==> config.mk <==
export PLATFORM = sky130hd
export DESIGN_NAME = skip_gram_phrase_generator_unit_flat
export DESIGN_NICKNAME = d
export VERILOG_FILES = /design/src/sgpg_pkg.sv /design/src/sgpg_if.sv /design/src/skip_gram_phrase_generator_unit.sv /design/src/sgpg_window.sv /design/src/sgpg_emitter.sv /design/src/flat_wrapper.sv
export SDC_FILE = /design/constraint.sdc
export NUM_CORES = 1
export LEC_CHECK = 0
export BUFFER_PORTS_ARGS = -buffer_cell sky130_fd_sc_hd__buf_4
export CAP_MARGIN = 40
export CORE_ASPECT_RATIO = 0.8
export CORE_MARGIN = 3
export CORE_UTILIZATION = 65
export CTS_CLUSTER_DIAMETER = 150
export DETAILED_ROUTE_END_ITERATION = 6
export GPL_TIMING_DRIVEN = 1
export PLACE_DENSITY = 0.89
export REMOVE_ABC_BUFFERS = 1
export SYNTH_ARGS = -nofsm -noshare
export SYNTH_HDL_FRONTEND = slang
export SYNTH_SLANG_ARGS = --single-unit
==> constraint.sdc <==
create_clock -name clk_i -period 13.2 [get_ports clk_i]
set_input_delay 1.32 -clock clk_i [delete_from_list [all_inputs] [get_ports clk_i]]
set_output_delay 1.32 -clock clk_i [all_outputs]
set_load 0.005 [all_outputs]
==> src/sgpg_pkg.sv <==
// Package of the skip-gram phrase generator: sizes and the phrase pattern table.
// Depends on nothing; used by every module of the block.
`default_nettype none

package sgpg_pkg;

  localparam int unsigned HistDepth   = 6;
  localparam int unsigned WordBits    = 32;
  localparam int unsigned PageBits    = 24;
  localparam int unsigned NumPatterns = 13;
  localparam int unsigned PatIdxBits  = 4;
  localparam int unsigned BackBits    = 3;

  localparam logic [1:0] LenUni = 2'd1;
  localparam logic [1:0] LenBi  = 2'd2;
  localparam logic [1:0] LenTri = 2'd3;

  // Patterns in output order: unigram, bigrams with gap 0..2, then trigrams
  // by first-to-middle distance and, within that, middle-to-last distance.
  function automatic logic [1:0] pat_len(input logic [PatIdxBits-1:0] idx);
    logic [1:0] len;
    unique case (idx)
      4'd0:                len = LenUni;
      4'd1, 4'd2, 4'd3:    len = LenBi;
      default:             len = LenTri;
    endcase
    return len;
  endfunction

  // Distance back from the current word to the first word of the phrase.
  // It is also the history depth the pattern needs.
  function automatic logic [BackBits-1:0] pat_back_a(input logic [PatIdxBits-1:0] idx);
    logic [BackBits-1:0] back;
    unique case (idx)
      4'd0:           back = 3'd0;
      4'd1:           back = 3'd1;
      4'd2, 4'd4:     back = 3'd2;
      4'd3, 4'd5:     back = 3'd3;
      4'd7:           back = 3'd3;
      4'd6, 4'd8:     back = 3'd4;
      4'd10:          back = 3'd4;
      4'd9, 4'd11:    back = 3'd5;
      4'd12:          back = 3'd6;
      default:        back = 3'd0;
    endcase
    return back;
  endfunction

  // Distance back to the middle word of a trigram.
  function automatic logic [BackBits-1:0] pat_back_b(input logic [PatIdxBits-1:0] idx);
    logic [BackBits-1:0] back;
    unique case (idx)
      4'd4, 4'd7, 4'd10:  back = 3'd1;
      4'd5, 4'd8, 4'd11:  back = 3'd2;
      4'd6, 4'd9, 4'd12:  back = 3'd3;
      default:            back = 3'd1;
    endcase
    return back;
  endfunction

endpackage

`default_nettype wire

==> src/sgpg_if.sv <==
// Valid/ready channel interfaces of the skip-gram phrase generator.
// Depends on sgpg_pkg for the field widths.
`default_nettype none

interface sgpg_in_if;
  logic                              valid;
  logic                              ready;
  logic [sgpg_pkg::WordBits-1:0]     word_hash;
  logic [sgpg_pkg::PageBits-1:0]     page_id;
  logic                              first_of_page;

  modport source (output valid, output word_hash, output page_id, output first_of_page,
                  input ready);
  modport sink   (input valid, input word_hash, input page_id, input first_of_page,
                  output ready);
endinterface

interface sgpg_out_if;
  logic                              valid;
  logic                              ready;
  logic [1:0]                        phrase_length;
  logic [sgpg_pkg::PageBits-1:0]     page_id_out;
  logic [sgpg_pkg::WordBits-1:0]     word_a;
  logic [sgpg_pkg::WordBits-1:0]     word_b;
  logic [sgpg_pkg::WordBits-1:0]     word_c;
  logic                              last_of_run;

  modport source (output valid, output phrase_length, output page_id_out, output word_a,
                  output word_b, output word_c, output last_of_run, input ready);
  modport sink   (input valid, input phrase_length, input page_id_out, input word_a,
                  input word_b, input word_c, input last_of_run, output ready);
endinterface

`default_nettype wire

==> src/skip_gram_phrase_generator_unit.sv <==
// Top level of the skip-gram phrase generator.
// Depends on sgpg_pkg, sgpg_if, sgpg_window and sgpg_emitter.
//
// Usage. Each request on in_i carries one word hash, its page id and a
// first-of-page flag. For every word the block sends the phrases that end
// at it on out_o: the unigram, bigrams with gaps of zero to two words and
// up to nine trigrams, skipping any phrase that reaches before the page
// start. last_of_run marks the final phrase of a word.
// The first phrase of a word is formed from the request register and then held
// in the result register. Throughput: one phrase per cycle while the receiver
// does not stall; a word gives 1 to 13 phrases, all leaving through the single
// result register. The next request is taken in the cycle the last
// phrase of the current word moves into that register, even while it still waits.
// Reset empties the history and drops any request or phrase in flight.
// When the receiver stalls, the held phrase stays unchanged, the walk over
// the patterns pauses and in_i.ready falls once the request register holds
// a word whose phrases are still pending.
// Only the low HASH_BITS bits of a hash are kept (all of them above 32).
`default_nettype none

module skip_gram_phrase_generator_unit #(
  parameter int unsigned HASH_BITS = 32
) (
  input  wire logic    clk_i,
  input  wire logic    rst_ni,
  sgpg_in_if.sink      in_i,
  sgpg_out_if.source   out_o
);

  localparam int unsigned KeepBits =
    (HASH_BITS < sgpg_pkg::WordBits) ? HASH_BITS : sgpg_pkg::WordBits;

  logic [KeepBits-1:0]           cur;
  logic [KeepBits-1:0]           snap [sgpg_pkg::HistDepth];
  logic [sgpg_pkg::BackBits-1:0] avail;
  logic                          accept;

  assign cur    = in_i.word_hash[KeepBits-1:0];
  assign accept = in_i.valid && in_i.ready;

  // History is updated as the request is taken; the emitter keeps the snapshot.
  sgpg_window #(
    .KeepBits (KeepBits)
  ) u_window (
    .clk_i    (clk_i),
    .rst_ni   (rst_ni),
    .accept_i (accept),
    .cur_i    (cur),
    .first_i  (in_i.first_of_page),
    .snap_o   (snap),
    .avail_o  (avail)
  );

  sgpg_emitter #(
    .KeepBits (KeepBits)
  ) u_emitter (
    .clk_i       (clk_i),
    .rst_ni      (rst_ni),
    .in_valid_i  (in_i.valid),
    .in_ready_o  (in_i.ready),
    .cur_i       (cur),
    .page_i      (in_i.page_id),
    .snap_i      (snap),
    .avail_i     (avail),
    .out_valid_o (out_o.valid),
    .out_ready_i (out_o.ready),
    .len_o       (out_o.phrase_length),
    .page_o      (out_o.page_id_out),
    .word_a_o    (out_o.word_a),
    .word_b_o    (out_o.word_b),
    .word_c_o    (out_o.word_c),
    .last_o      (out_o.last_of_run)
  );

endmodule

`default_nettype wire

==> src/sgpg_window.sv <==
// Word history of the current page: six earlier hashes and a fill count.
// Depends on sgpg_pkg.
`default_nettype none

module sgpg_window #(
  parameter int unsigned KeepBits = 32
) (
  input  wire logic                               clk_i,
  input  wire logic                               rst_ni,
  input  wire logic                               accept_i,
  input  wire logic [KeepBits-1:0]                cur_i,
  input  wire logic                               first_i,
  output logic      [KeepBits-1:0]                snap_o [sgpg_pkg::HistDepth],
  output logic      [sgpg_pkg::BackBits-1:0]      avail_o
);

  logic [KeepBits-1:0]           hist_q [sgpg_pkg::HistDepth];
  logic [KeepBits-1:0]           hist_d [sgpg_pkg::HistDepth];
  logic [sgpg_pkg::BackBits-1:0] count_q, count_d;

  // A new page hides all earlier words from the incoming one.
  always_comb begin
    for (int k = 0; k < sgpg_pkg::HistDepth; k++) begin
      snap_o[k] = first_i ? '0 : hist_q[k];
    end
    avail_o = first_i ? '0 : count_q;
  end

  always_comb begin
    hist_d[0] = cur_i;
    for (int k = 1; k < sgpg_pkg::HistDepth; k++) begin
      hist_d[k] = snap_o[k-1];
    end
    if (avail_o == sgpg_pkg::BackBits'(sgpg_pkg::HistDepth)) begin
      count_d = avail_o;
    end else begin
      count_d = avail_o + 3'd1;
    end
  end

  always_ff @(posedge clk_i or negedge rst_ni) begin
    if (!rst_ni) begin
      count_q <= '0;
      for (int k = 0; k < sgpg_pkg::HistDepth; k++) begin
        hist_q[k] <= '0;
      end
    end else if (accept_i) begin
      count_q <= count_d;
      hist_q  <= hist_d;
    end
  end

endmodule

`default_nettype wire

==> src/sgpg_emitter.sv <==
// Request register and result register: walks the valid phrase patterns of one
// word, one result per cycle unless the receiver stalls. Depends on sgpg_pkg.
`default_nettype none

module sgpg_emitter #(
  parameter int unsigned KeepBits = 32
) (
  input  wire logic                               clk_i,
  input  wire logic                               rst_ni,
  input  wire logic                               in_valid_i,
  output logic                                    in_ready_o,
  input  wire logic [KeepBits-1:0]                cur_i,
  input  wire logic [sgpg_pkg::PageBits-1:0]      page_i,
  input  wire logic [KeepBits-1:0]                snap_i [sgpg_pkg::HistDepth],
  input  wire logic [sgpg_pkg::BackBits-1:0]      avail_i,
  output logic                                    out_valid_o,
  input  wire logic                               out_ready_i,
  output logic      [1:0]                         len_o,
  output logic      [sgpg_pkg::PageBits-1:0]      page_o,
  output logic      [sgpg_pkg::WordBits-1:0]      word_a_o,
  output logic      [sgpg_pkg::WordBits-1:0]      word_b_o,
  output logic      [sgpg_pkg::WordBits-1:0]      word_c_o,
  output logic                                    last_o
);

  // Request held while its phrases are emitted.
  logic                               job_valid_q;
  logic [KeepBits-1:0]                cur_q;
  logic [sgpg_pkg::PageBits-1:0]      page_q;
  logic [KeepBits-1:0]                win_q [sgpg_pkg::HistDepth];
  logic [sgpg_pkg::NumPatterns-1:0]   mask_q, mask_d, load_mask, pick_hot;

  logic [sgpg_pkg::PatIdxBits-1:0]    pick;
  logic [sgpg_pkg::BackBits-1:0]      back_a, back_b;
  logic [KeepBits-1:0]                sel_a, sel_b, sel_c;
  logic [1:0]                         sel_len;
  logic                               sel_last, emit, accept;

  // Which patterns fit within the page history of the incoming word.
  always_comb begin
    for (int k = 0; k < sgpg_pkg::NumPatterns; k++) begin
      load_mask[k] = sgpg_pkg::pat_back_a(sgpg_pkg::PatIdxBits'(k)) <= avail_i;
    end
  end

  // Lowest pending pattern goes next.
  always_comb begin
    pick = '0;
    for (int k = sgpg_pkg::NumPatterns - 1; k >= 0; k--) begin
      if (mask_q[k]) begin
        pick = sgpg_pkg::PatIdxBits'(k);
      end
    end
    pick_hot = sgpg_pkg::NumPatterns'(1) << pick;
    mask_d   = mask_q & ~pick_hot;
    sel_last = (mask_d == '0);
  end

  always_comb begin
    sel_len = sgpg_pkg::pat_len(pick);
    back_a  = sgpg_pkg::pat_back_a(pick);
    back_b  = sgpg_pkg::pat_back_b(pick);
    sel_a   = (back_a == '0) ? cur_q : win_q[back_a - 3'd1];
    sel_b   = '0;
    sel_c   = '0;
    unique case (sel_len)
      sgpg_pkg::LenBi: begin
        sel_b = cur_q;
      end
      sgpg_pkg::LenTri: begin
        sel_b = win_q[back_b - 3'd1];
        sel_c = cur_q;
      end
      default: begin
        sel_b = '0;
      end
    endcase
  end

  assign emit       = job_valid_q && (!out_valid_o || out_ready_i);
  assign in_ready_o = !job_valid_q || (emit && sel_last);
  assign accept     = in_valid_i && in_ready_o;

  always_ff @(posedge clk_i or negedge rst_ni) begin
    if (!rst_ni) begin
      job_valid_q <= 1'b0;
      mask_q      <= '0;
    end else if (accept) begin
      job_valid_q <= 1'b1;
      mask_q      <= load_mask;
    end else if (emit) begin
      job_valid_q <= !sel_last;
      mask_q      <= mask_d;
    end
  end

  always_ff @(posedge clk_i) begin
    if (accept) begin
      cur_q  <= cur_i;
      page_q <= page_i;
      win_q  <= snap_i;
    end
  end

  always_ff @(posedge clk_i or negedge rst_ni) begin
    if (!rst_ni) begin
      out_valid_o <= 1'b0;
    end else if (emit) begin
      out_valid_o <= 1'b1;
    end else if (out_ready_i) begin
      out_valid_o <= 1'b0;
    end
  end

  always_ff @(posedge clk_i) begin
    if (emit) begin
      len_o    <= sel_len;
      page_o   <= page_q;
      word_a_o <= sgpg_pkg::WordBits'(sel_a);
      word_b_o <= sgpg_pkg::WordBits'(sel_b);
      word_c_o <= sgpg_pkg::WordBits'(sel_c);
      last_o   <= sel_last;
    end
  end

endmodule

`default_nettype wire

==> src/flat_wrapper.sv <==
// flat-port wrapper written by rule: the top's interface ports become plain ports
module skip_gram_phrase_generator_unit_flat 
#(
  parameter int unsigned HASH_BITS = 32
)
  (clk_i, rst_ni, in_i_valid, in_i_word_hash, in_i_page_id, in_i_first_of_page, in_i_ready, out_o_valid, out_o_phrase_length, out_o_page_id_out, out_o_word_a, out_o_word_b, out_o_word_c, out_o_last_of_run, out_o_ready);
  sgpg_in_if in_i_i ();
  sgpg_out_if out_o_i ();
  input  wire logic clk_i;
  input  wire logic rst_ni;
  input wire logic [$bits(in_i_i.valid)-1:0] in_i_valid;
  input wire logic [$bits(in_i_i.word_hash)-1:0] in_i_word_hash;
  input wire logic [$bits(in_i_i.page_id)-1:0] in_i_page_id;
  input wire logic [$bits(in_i_i.first_of_page)-1:0] in_i_first_of_page;
  output wire logic [$bits(in_i_i.ready)-1:0] in_i_ready;
  output wire logic [$bits(out_o_i.valid)-1:0] out_o_valid;
  output wire logic [$bits(out_o_i.phrase_length)-1:0] out_o_phrase_length;
  output wire logic [$bits(out_o_i.page_id_out)-1:0] out_o_page_id_out;
  output wire logic [$bits(out_o_i.word_a)-1:0] out_o_word_a;
  output wire logic [$bits(out_o_i.word_b)-1:0] out_o_word_b;
  output wire logic [$bits(out_o_i.word_c)-1:0] out_o_word_c;
  output wire logic [$bits(out_o_i.last_of_run)-1:0] out_o_last_of_run;
  input wire logic [$bits(out_o_i.ready)-1:0] out_o_ready;
  assign in_i_i.valid = in_i_valid;
  assign in_i_i.word_hash = in_i_word_hash;
  assign in_i_i.page_id = in_i_page_id;
  assign in_i_i.first_of_page = in_i_first_of_page;
  assign in_i_ready = in_i_i.ready;
  assign out_o_valid = out_o_i.valid;
  assign out_o_phrase_length = out_o_i.phrase_length;
  assign out_o_page_id_out = out_o_i.page_id_out;
  assign out_o_word_a = out_o_i.word_a;
  assign out_o_word_b = out_o_i.word_b;
  assign out_o_word_c = out_o_i.word_c;
  assign out_o_last_of_run = out_o_i.last_of_run;
  assign out_o_i.ready = out_o_ready;
  skip_gram_phrase_generator_unit #(.HASH_BITS(HASH_BITS)) u_core (.clk_i(clk_i), .rst_ni(rst_ni), .in_i(in_i_i), .out_o(out_o_i));
endmodule
==> flow_summary.toml, run 1 <==
[outcome]
outcome = "finished with violations"
violations = "DRC"

[synth]
ys_warn_count = 0
synth_cell_types = 42
syn_avg_cell_area_um2 = 12.5
synth.most_common_cell = "nand2_1"
synth.largest_area_cell = "edfxtp_1"
synthArstFlopShare_pct = 36.1
synthCells = 1958
synth_common_cells = "676 x nand2_1, 371 x edfxtp_1, 210 x dfrtp_1, 200 x nor2b_1, 67 x clkbuf_1"
yosys-top-cells-area = "edfxtp_1 46%, dfrtp_1 21%, nand2_1 10%"
seq_area_frac_synth_pct = 67.0
synth_ff_type = "edfxtp_1"
synth-edff-count = 371
netlist_area_mm2 = 0.0245
yosysTopAreaCellShare_pct = 45.5
synth-seq-cells = 581

[finish]
multi_input_area_mm2 = 0.00750
drive_gt1_share_pct = 17.5
num-nets-final = 2178
postLayoutCellArea_mm2 = 0.0281
n_antenna_cell = 0
syn2layout_area_growth_pct = 14.8
n_fill_cell = 2104
seq_area_mm2 = 0.0164

[setup_path]
slowest_delay_ns = 0.89
r2r-start = "u_core.u_emitter.mask_q[7]"
reg2reg_to = "u_core.u_emitter.cur_q[28]"
ff2ff_path_depth = 16
cp.arrival_ns = 5.94
crit_chain = "nor2b_1 > o21bai_1 > a31oi_1 > nor2_1 > nor2_4 > buf_4 > inv_2 > ha_1 > nand3_1 > a22oi_1 > nand3_1 > nor2_2 > a31oi_4 > buf_4 > inv_8 > buf_12"
rrSetupSlack_ns = 7.46
start_kind = "flop"
criticalPathCategory = "reg -> reg"
cp_slowest_cell = "buf_12"
critPathBufInv = 5
cp_max_fo = 256
critPathCaptureType = "flop"
critPathRequiredTime_ns = 13.39
crit_family = "buffers and inverters"

[timing]
relSlewSlack_pct = 20.2
min_period_ns = 5.74
finalCritPeriodShare_pct = 43.5
slew_viol_final = 0
worst-slew-pin-transition_ns = 1.20
fmax_mhz = 174
setup_viol = 0
grt_setup_unrepaired = "no"
finClkSkew_ns = 0.0141
hold_viol = 0

[route]
drtIter0Drc = 2106
vias = 16400
wl_um = 58800
final_antenna_net_count = 0
viasPerCell = 6.22
wl_per_cell_um = 22.4
drc = 1
firstDrtPassIters = 7

[clocking]
clk_latency_ns = 0.58
cts_tree = "built"
cts_buffers = 53
path_clk_slew_ns = 0.06
cts.sink_count = 581
h-tree-depth = 2
cts.repair.resized = 0
ctsLongestPathBuffers = 3
cts_hold_buffers = 0
cts_setup_buffers = 0
clock-root-buffer = "clkbuf_16"

[power]
p_per_area_mw_per_mm2 = 275
leakage_uw = 0.0119
vdd_drop_max_mv = 0.348
finalPower_uw = 7710

[floorplan]
core_area_mm2 = 0.0365
die-area_mm2 = 0.0400
io_pins = 186
die_w_um = 223
die_height_um = 180
rows = 62
start_util_pct = 67.0

[placement]
port_buffers = 185
place.gp.congestion = 0.878
dp_hpwl_um = 33300
placed_cell_area_mm2 = 0.0263

[hold_path]
hp-class = "reg -> reg"
hold_depth = 0
hold_start = "u_core.u_emitter.page_q[21]"
min_to = "u_core.u_emitter.page_o[21]"

[grt]
grtUsageTotal_pct = 29.0
grt_max_degree = 257
grt_antenna_before_repair = 0
grt_overflow = 0
grt_pass1_vias = 16600
grt_pass1_wl_um = 91100

[run]
max_cap_violations = 0
[per-layer routing]
metal	wire (µm)	track usage (%)
met1	22000	39.0
met2	29000	47.7
met3	5580	5.69
met4	2150	11.0
met5	0	0
[report_power, final]
group	switching, µW	leakage (µW)	internal (µW)
logic	2080	0.00468	1580
clock network	657	0.000868	886
registers	136	0.00637	2380
[worst register-to-register path, stage by stage (launching register included)]
cell and delay, ns:
dfrtp_1 0.47, nor2b_1 0.17, o21bai_1 0.14, a31oi_1 0.10, nor2_1 0.19, nor2_4 0.04, buf_4 0.24, inv_2 0.52
ha_1 0.38, nand3_1 0.18, a22oi_1 0.26, nand3_1 0.20, nor2_2 0.23, a31oi_4 0.11, buf_4 0.31, inv_8 0.58
buf_12 1.05
[kinds of logic after synthesis]
kind of cell               after synthesis  share of synthesized area [%]
muxes                                   98                           7.28
AOI/OAI and AO/OA                      145                           4.60
adders and majority gates               12                          0.613
DFF                                    581                           67.0
and+or+nand+nor                        985                           17.9
buffers and inverters                  137                           2.58
[placed cells by master, fill, tap and decap left out, drive strengths merged, types with 4 or more instances in the layout]
| cell type | netlist | layout |
|---|---|---|
| a221o | 64 | 64 |
| edfxtp | 371 | 371 |
| a22oi | 4 | 4 |
| o31ai | 4 | 4 |
| nor3 | 37 | 37 |
| mux2i | 34 | 34 |
| nand2 | 676 | 676 |
| nand3 | 13 | 13 |
| clkbuf | 67 | 82 |
| buf | 53 | 211 |
| mux4 | 64 | 64 |
| nor2 | 18 | 18 |
| o21ai | 17 | 17 |
| a21oi | 40 | 40 |
| dfrtp | 210 | 210 |
| and2 | 32 | 32 |
| ha | 12 | 12 |
| clkinv | 0 | 13 |
| inv | 17 | 19 |
| nor2b | 200 | 200 |
[worst max-delay path by stage]
stage / from / end / slack (ns) / depth (start not counted)
3_3_place_gp: u_core.u_emitter.mask_q[7] / u_core.u_emitter.cur_q[21] / 7.80 / 16
6_report: u_core.u_emitter.mask_q[7] / u_core.u_emitter.cur_q[28] / 7.46 / 16
4_1_cts: u_core.u_emitter.mask_q[7] / u_core.u_emitter.win_q[136] / 7.70 / 16
5_1_grt: u_core.u_emitter.mask_q[7] / u_core.u_window.hist_q[93] / 7.23 / 18
3_5_place_dp: u_core.u_emitter.mask_q[7] / u_core.u_emitter.win_q[149] / 7.71 / 16
2_1_floorplan: u_core.u_emitter.mask_q[6] / u_core.u_window.count_q[2] / -4.60 / 15
[layout make-up]
type,instances,share of cell area (%)
inverter,17,0.272
clock inverter,19,0.624
tap,480,2.14
sequential,581,58.4
clock buffer,81,5.64
multi-input combinational,1240,26.7
timing repair buffer,212,6.24
[registers in the layout, summed over array words and instances (netlist names)]
signal                        count
u_core.u_emitter.cur_q           32
u_core.u_emitter.word_a_o        32
u_core.u_emitter.page_q          24
u_core.u_emitter.job_valid_q      1
u_core.u_emitter.win_q          192
u_core.u_emitter.mask_q          13
u_core.u_emitter.page_o          24
u_core.u_emitter.out_valid_o      1
u_core.u_emitter.len_o            2
u_core.u_emitter.word_b_o        32
u_core.u_emitter.word_c_o        32
u_core.u_window.count_q           3
u_core.u_window.hist_q          192
u_core.u_emitter.last_o           1
[per-stage QoR]
step	std cells	util, %	hold slack, ns	worst slack (ns)	setup TNS (ns)
2_1_floorplan	1838	-	0.400	-4.60	-1990.49
3_3_place_gp	2521	71.5	0.400	7.80	0
3_5_place_dp	2530	72.0	0.405	7.71	0
4_1_cts	2630	76.9	0.417	7.70	0
5_1_grt	2630	76.9	0.427	7.23	0
6_report	2630	76.9	0.418	7.46	0
Note: power is estimated with default switching activity, not from simulation.
==> run 2: changes to the inputs <==
--- a/config.mk
+++ b/config.mk
@@ -9,11 +9,11 @@
 export CAP_MARGIN = 40
 export CORE_ASPECT_RATIO = 0.8
 export CORE_MARGIN = 3
-export CORE_UTILIZATION = 65
+export CORE_UTILIZATION = 54
 export CTS_CLUSTER_DIAMETER = 150
 export DETAILED_ROUTE_END_ITERATION = 6
 export GPL_TIMING_DRIVEN = 1
-export PLACE_DENSITY = 0.89
+export PLACE_DENSITY = 0.8
 export REMOVE_ABC_BUFFERS = 1
 export SYNTH_ARGS = -nofsm -noshare
 export SYNTH_HDL_FRONTEND = slang
==> constraint.sdc (replaced) <==
create_clock -name clk_i -period 5.05 [get_ports clk_i]
set_input_delay 0.505 -clock clk_i [delete_from_list [all_inputs] [get_ports clk_i]]
set_output_delay 0.505 -clock clk_i [all_outputs]
set_load 0.005 [all_outputs]
==> run 2 against run 1 <==
Effect of this change: the flow now finishes without violations; sequential share of layout area shrank 0.71 points; design area is 1.2% higher; clock skew up 0.00097 ns; combinational power rose to 2.6 times the previous value; power grew to 2.6 times the previous value; flip-flop and latch count unchanged; global-route usage down 5.3 points; largest cell class unchanged; largest power group unchanged; highest routed layer unchanged.
==> flow_summary.toml, run 2 (same netlist as run 1, synthesis figures left out) <==
[finish]
drive_gt1_share_pct = 18.0
syn2layout_area_growth_pct = 16.2
postLayoutCellArea_mm2 = 0.0284
num-nets-final = 2187
n_fill_cell = 3267
instances_no_fill = 2765
final_common_cell = "nand2_1"
final_cell_mix = "675 x nand2_1, 371 x edfxtp_1, 210 x dfrtp_1, 205 x buf_4, 199 x nor2b_1"
fin_util_pct = 63.8
reg.largest.list = "u_core.u_emitter.win_q x192, u_core.u_window.hist_q x192"

[power]
p_per_area_mw_per_mm2 = 714
pwr-share-clk_pct = 20.9
p_int_uw = 12800
combPwrFrac_pct = 46.6
leakage_uw = 0.0120
p_switching_uw = 7470
vdd_drop_max_mv = 1.04
pwr-share-seq_pct = 32.5
power_switching_share_pct = 36.8

[clocking]
path_clk_slew_ns = 0.07
ctsLongestPathBuffers = 3
cts.sink_count = 581
cts_buffers = 55
cts.repair.resized = 0
clock-root-buffer = "clkbuf_16"
cts_setup_buffers = 0
h-tree-depth = 2
cts_tree = "built"
clk_latency_ns = 0.61

[timing]
finalCritPeriodShare_pct = 83.5
setup_viol = 0
worst-slew-pin-transition_ns = 1.22
hold_viol = 0
finClkSkew_ns = 0.0151
min_period_ns = 4.21
slew_viol_final = 0
relSlewSlack_pct = 18.6
grt_setup_unrepaired = "no"
fmax_mhz = 237
setup_ws_ns = 0.836

[route]
wl_um = 56900
firstDrtPassIters = 5
final_antenna_net_count = 0
drc = 0
vias = 15800
wl_per_cell_um = 20.6
viasPerCell = 5.72
drtIter0Drc = 1826

[floorplan]
die_w_um = 244
rows = 69
die-area_mm2 = 0.0479
core_area_mm2 = 0.0445
die_height_um = 196
io_pins = 186
start_util_pct = 54.9

[placement]
dp_hpwl_um = 34000
pre_cts_slack_ns = 0.970
port_buffers = 185
dp_cells = 2659
place.gp.congestion = 0.862
placed_cell_area_mm2 = 0.0265

[setup_path]
cp_max_fo = 20
critPathRequiredTime_ns = 5.40
cp.arrival_ns = 4.57
critPathCaptureType = "flop"
criticalPathCategory = "reg -> reg"
start_kind = "flop"

[grt]
grt_max_degree = 206
grt_antenna_before_repair = 1
grt_overflow = 0
grt_pass1_vias = 15400
grtUsageTotal_pct = 23.7
grt_pass1_wl_um = 88100

[hold_path]
hp-class = "in -> reg"

[run]
max_cap_violations = 0

[outcome]
outcome = "completed"
run 2: critical path, stage by stage (launching register included):
cell and delay [ns]:
dfrtp_1 0.46, nor2b_1 0.16, o21bai_1 0.12, a31oi_1 0.10, nor2_1 0.18, nor2_4 0.08, inv_2 0.13, ha_1 0.28
nand3_1 0.20, nor2_1 0.17, a22oi_1 0.10, ha_2 0.70, buf_4 0.51, mux4_2 0.40, a221o_1 0.34
run 2: power groups by stage:
stage               clock, µW  combinational [µW]  sequential, µW
CTS                      4330                9330            6590
floorplan                   0                5600            6550
detailed placement          0                9280            6660
finish                   4250                9450            6590
global placement            0                8730            6670
global route             4510               10000            6640
run 2: final timing paths:
| check | to | cells after the start | slack (ns) | startpoint |
|---|---|---|---|---|
| worst max-delay path | u_core.u_emitter.word_a_o[3] | 14 | 0.84 | u_core.u_emitter.mask_q[7] |
| worst max register to register | u_core.u_emitter.word_a_o[3] | 14 | 0.84 | u_core.u_emitter.mask_q[7] |
| worst min-delay path | u_core.u_emitter.page_q[2] | 1 | 0.07 | in_i_page_id[2] |
| max in group asynchronous | u_core.u_window.hist_q[8] | 4 | 3.14 | rst_ni |
| min in group asynchronous | u_core.u_emitter.mask_q[2] | 2 | 0.43 | rst_ni |
| worst min register to register | u_core.u_emitter.page_o[7] | 0 | 0.41 | u_core.u_emitter.page_q[7] |
run 2: per-stage QoR:
step	hold WS, ns	TNS, ns	power (µW)
floorplan	0.209	-5865.72	12100
global placement	0.401	0	15400
detailed placement	0.405	0	15900
CTS	0.0328	0	20200
global route	0.0407	0	21200
finish	0.0679	0	20300
run 2: repair_timing:
| action | 4_1_cts | 5_1_grt |
|---|---|---|
| endpoints found under the setup margin | 0 | 0 |
| hold endpoints to repair | 45 | 0 |
| hold buffers | 1 | 0 |
run 2: final cells by class:
cell class                      instances  area, µm²  area share, %
Clock inverter                         31        340           1.20
Timing Repair Buffer                  219       1820           6.42
Sequential cell                       581      16400           57.7
Tap cell                              603        754           2.65
Clock buffer                           73       1540           5.40
Antenna cell                            1       2.50        0.00880
Inverter                               17       78.8          0.277
Multi-Input combinational cell       1240       7500           26.4
run 2: metal layers:
layer | track usage, % | routed length [µm] | vias to the layer above | part of all wire (%)
met1 | 33.5 | 24100 | 7756 | 42
met2 | 36.9 | 26100 | 779 | 46
met5 | 0 | 0 | - | 0
li1 | - | - | 7133 | -
met3 | 5.51 | 5090 | 143 | 8.9
met4 | 8.03 | 1690 | 0 | 3.0
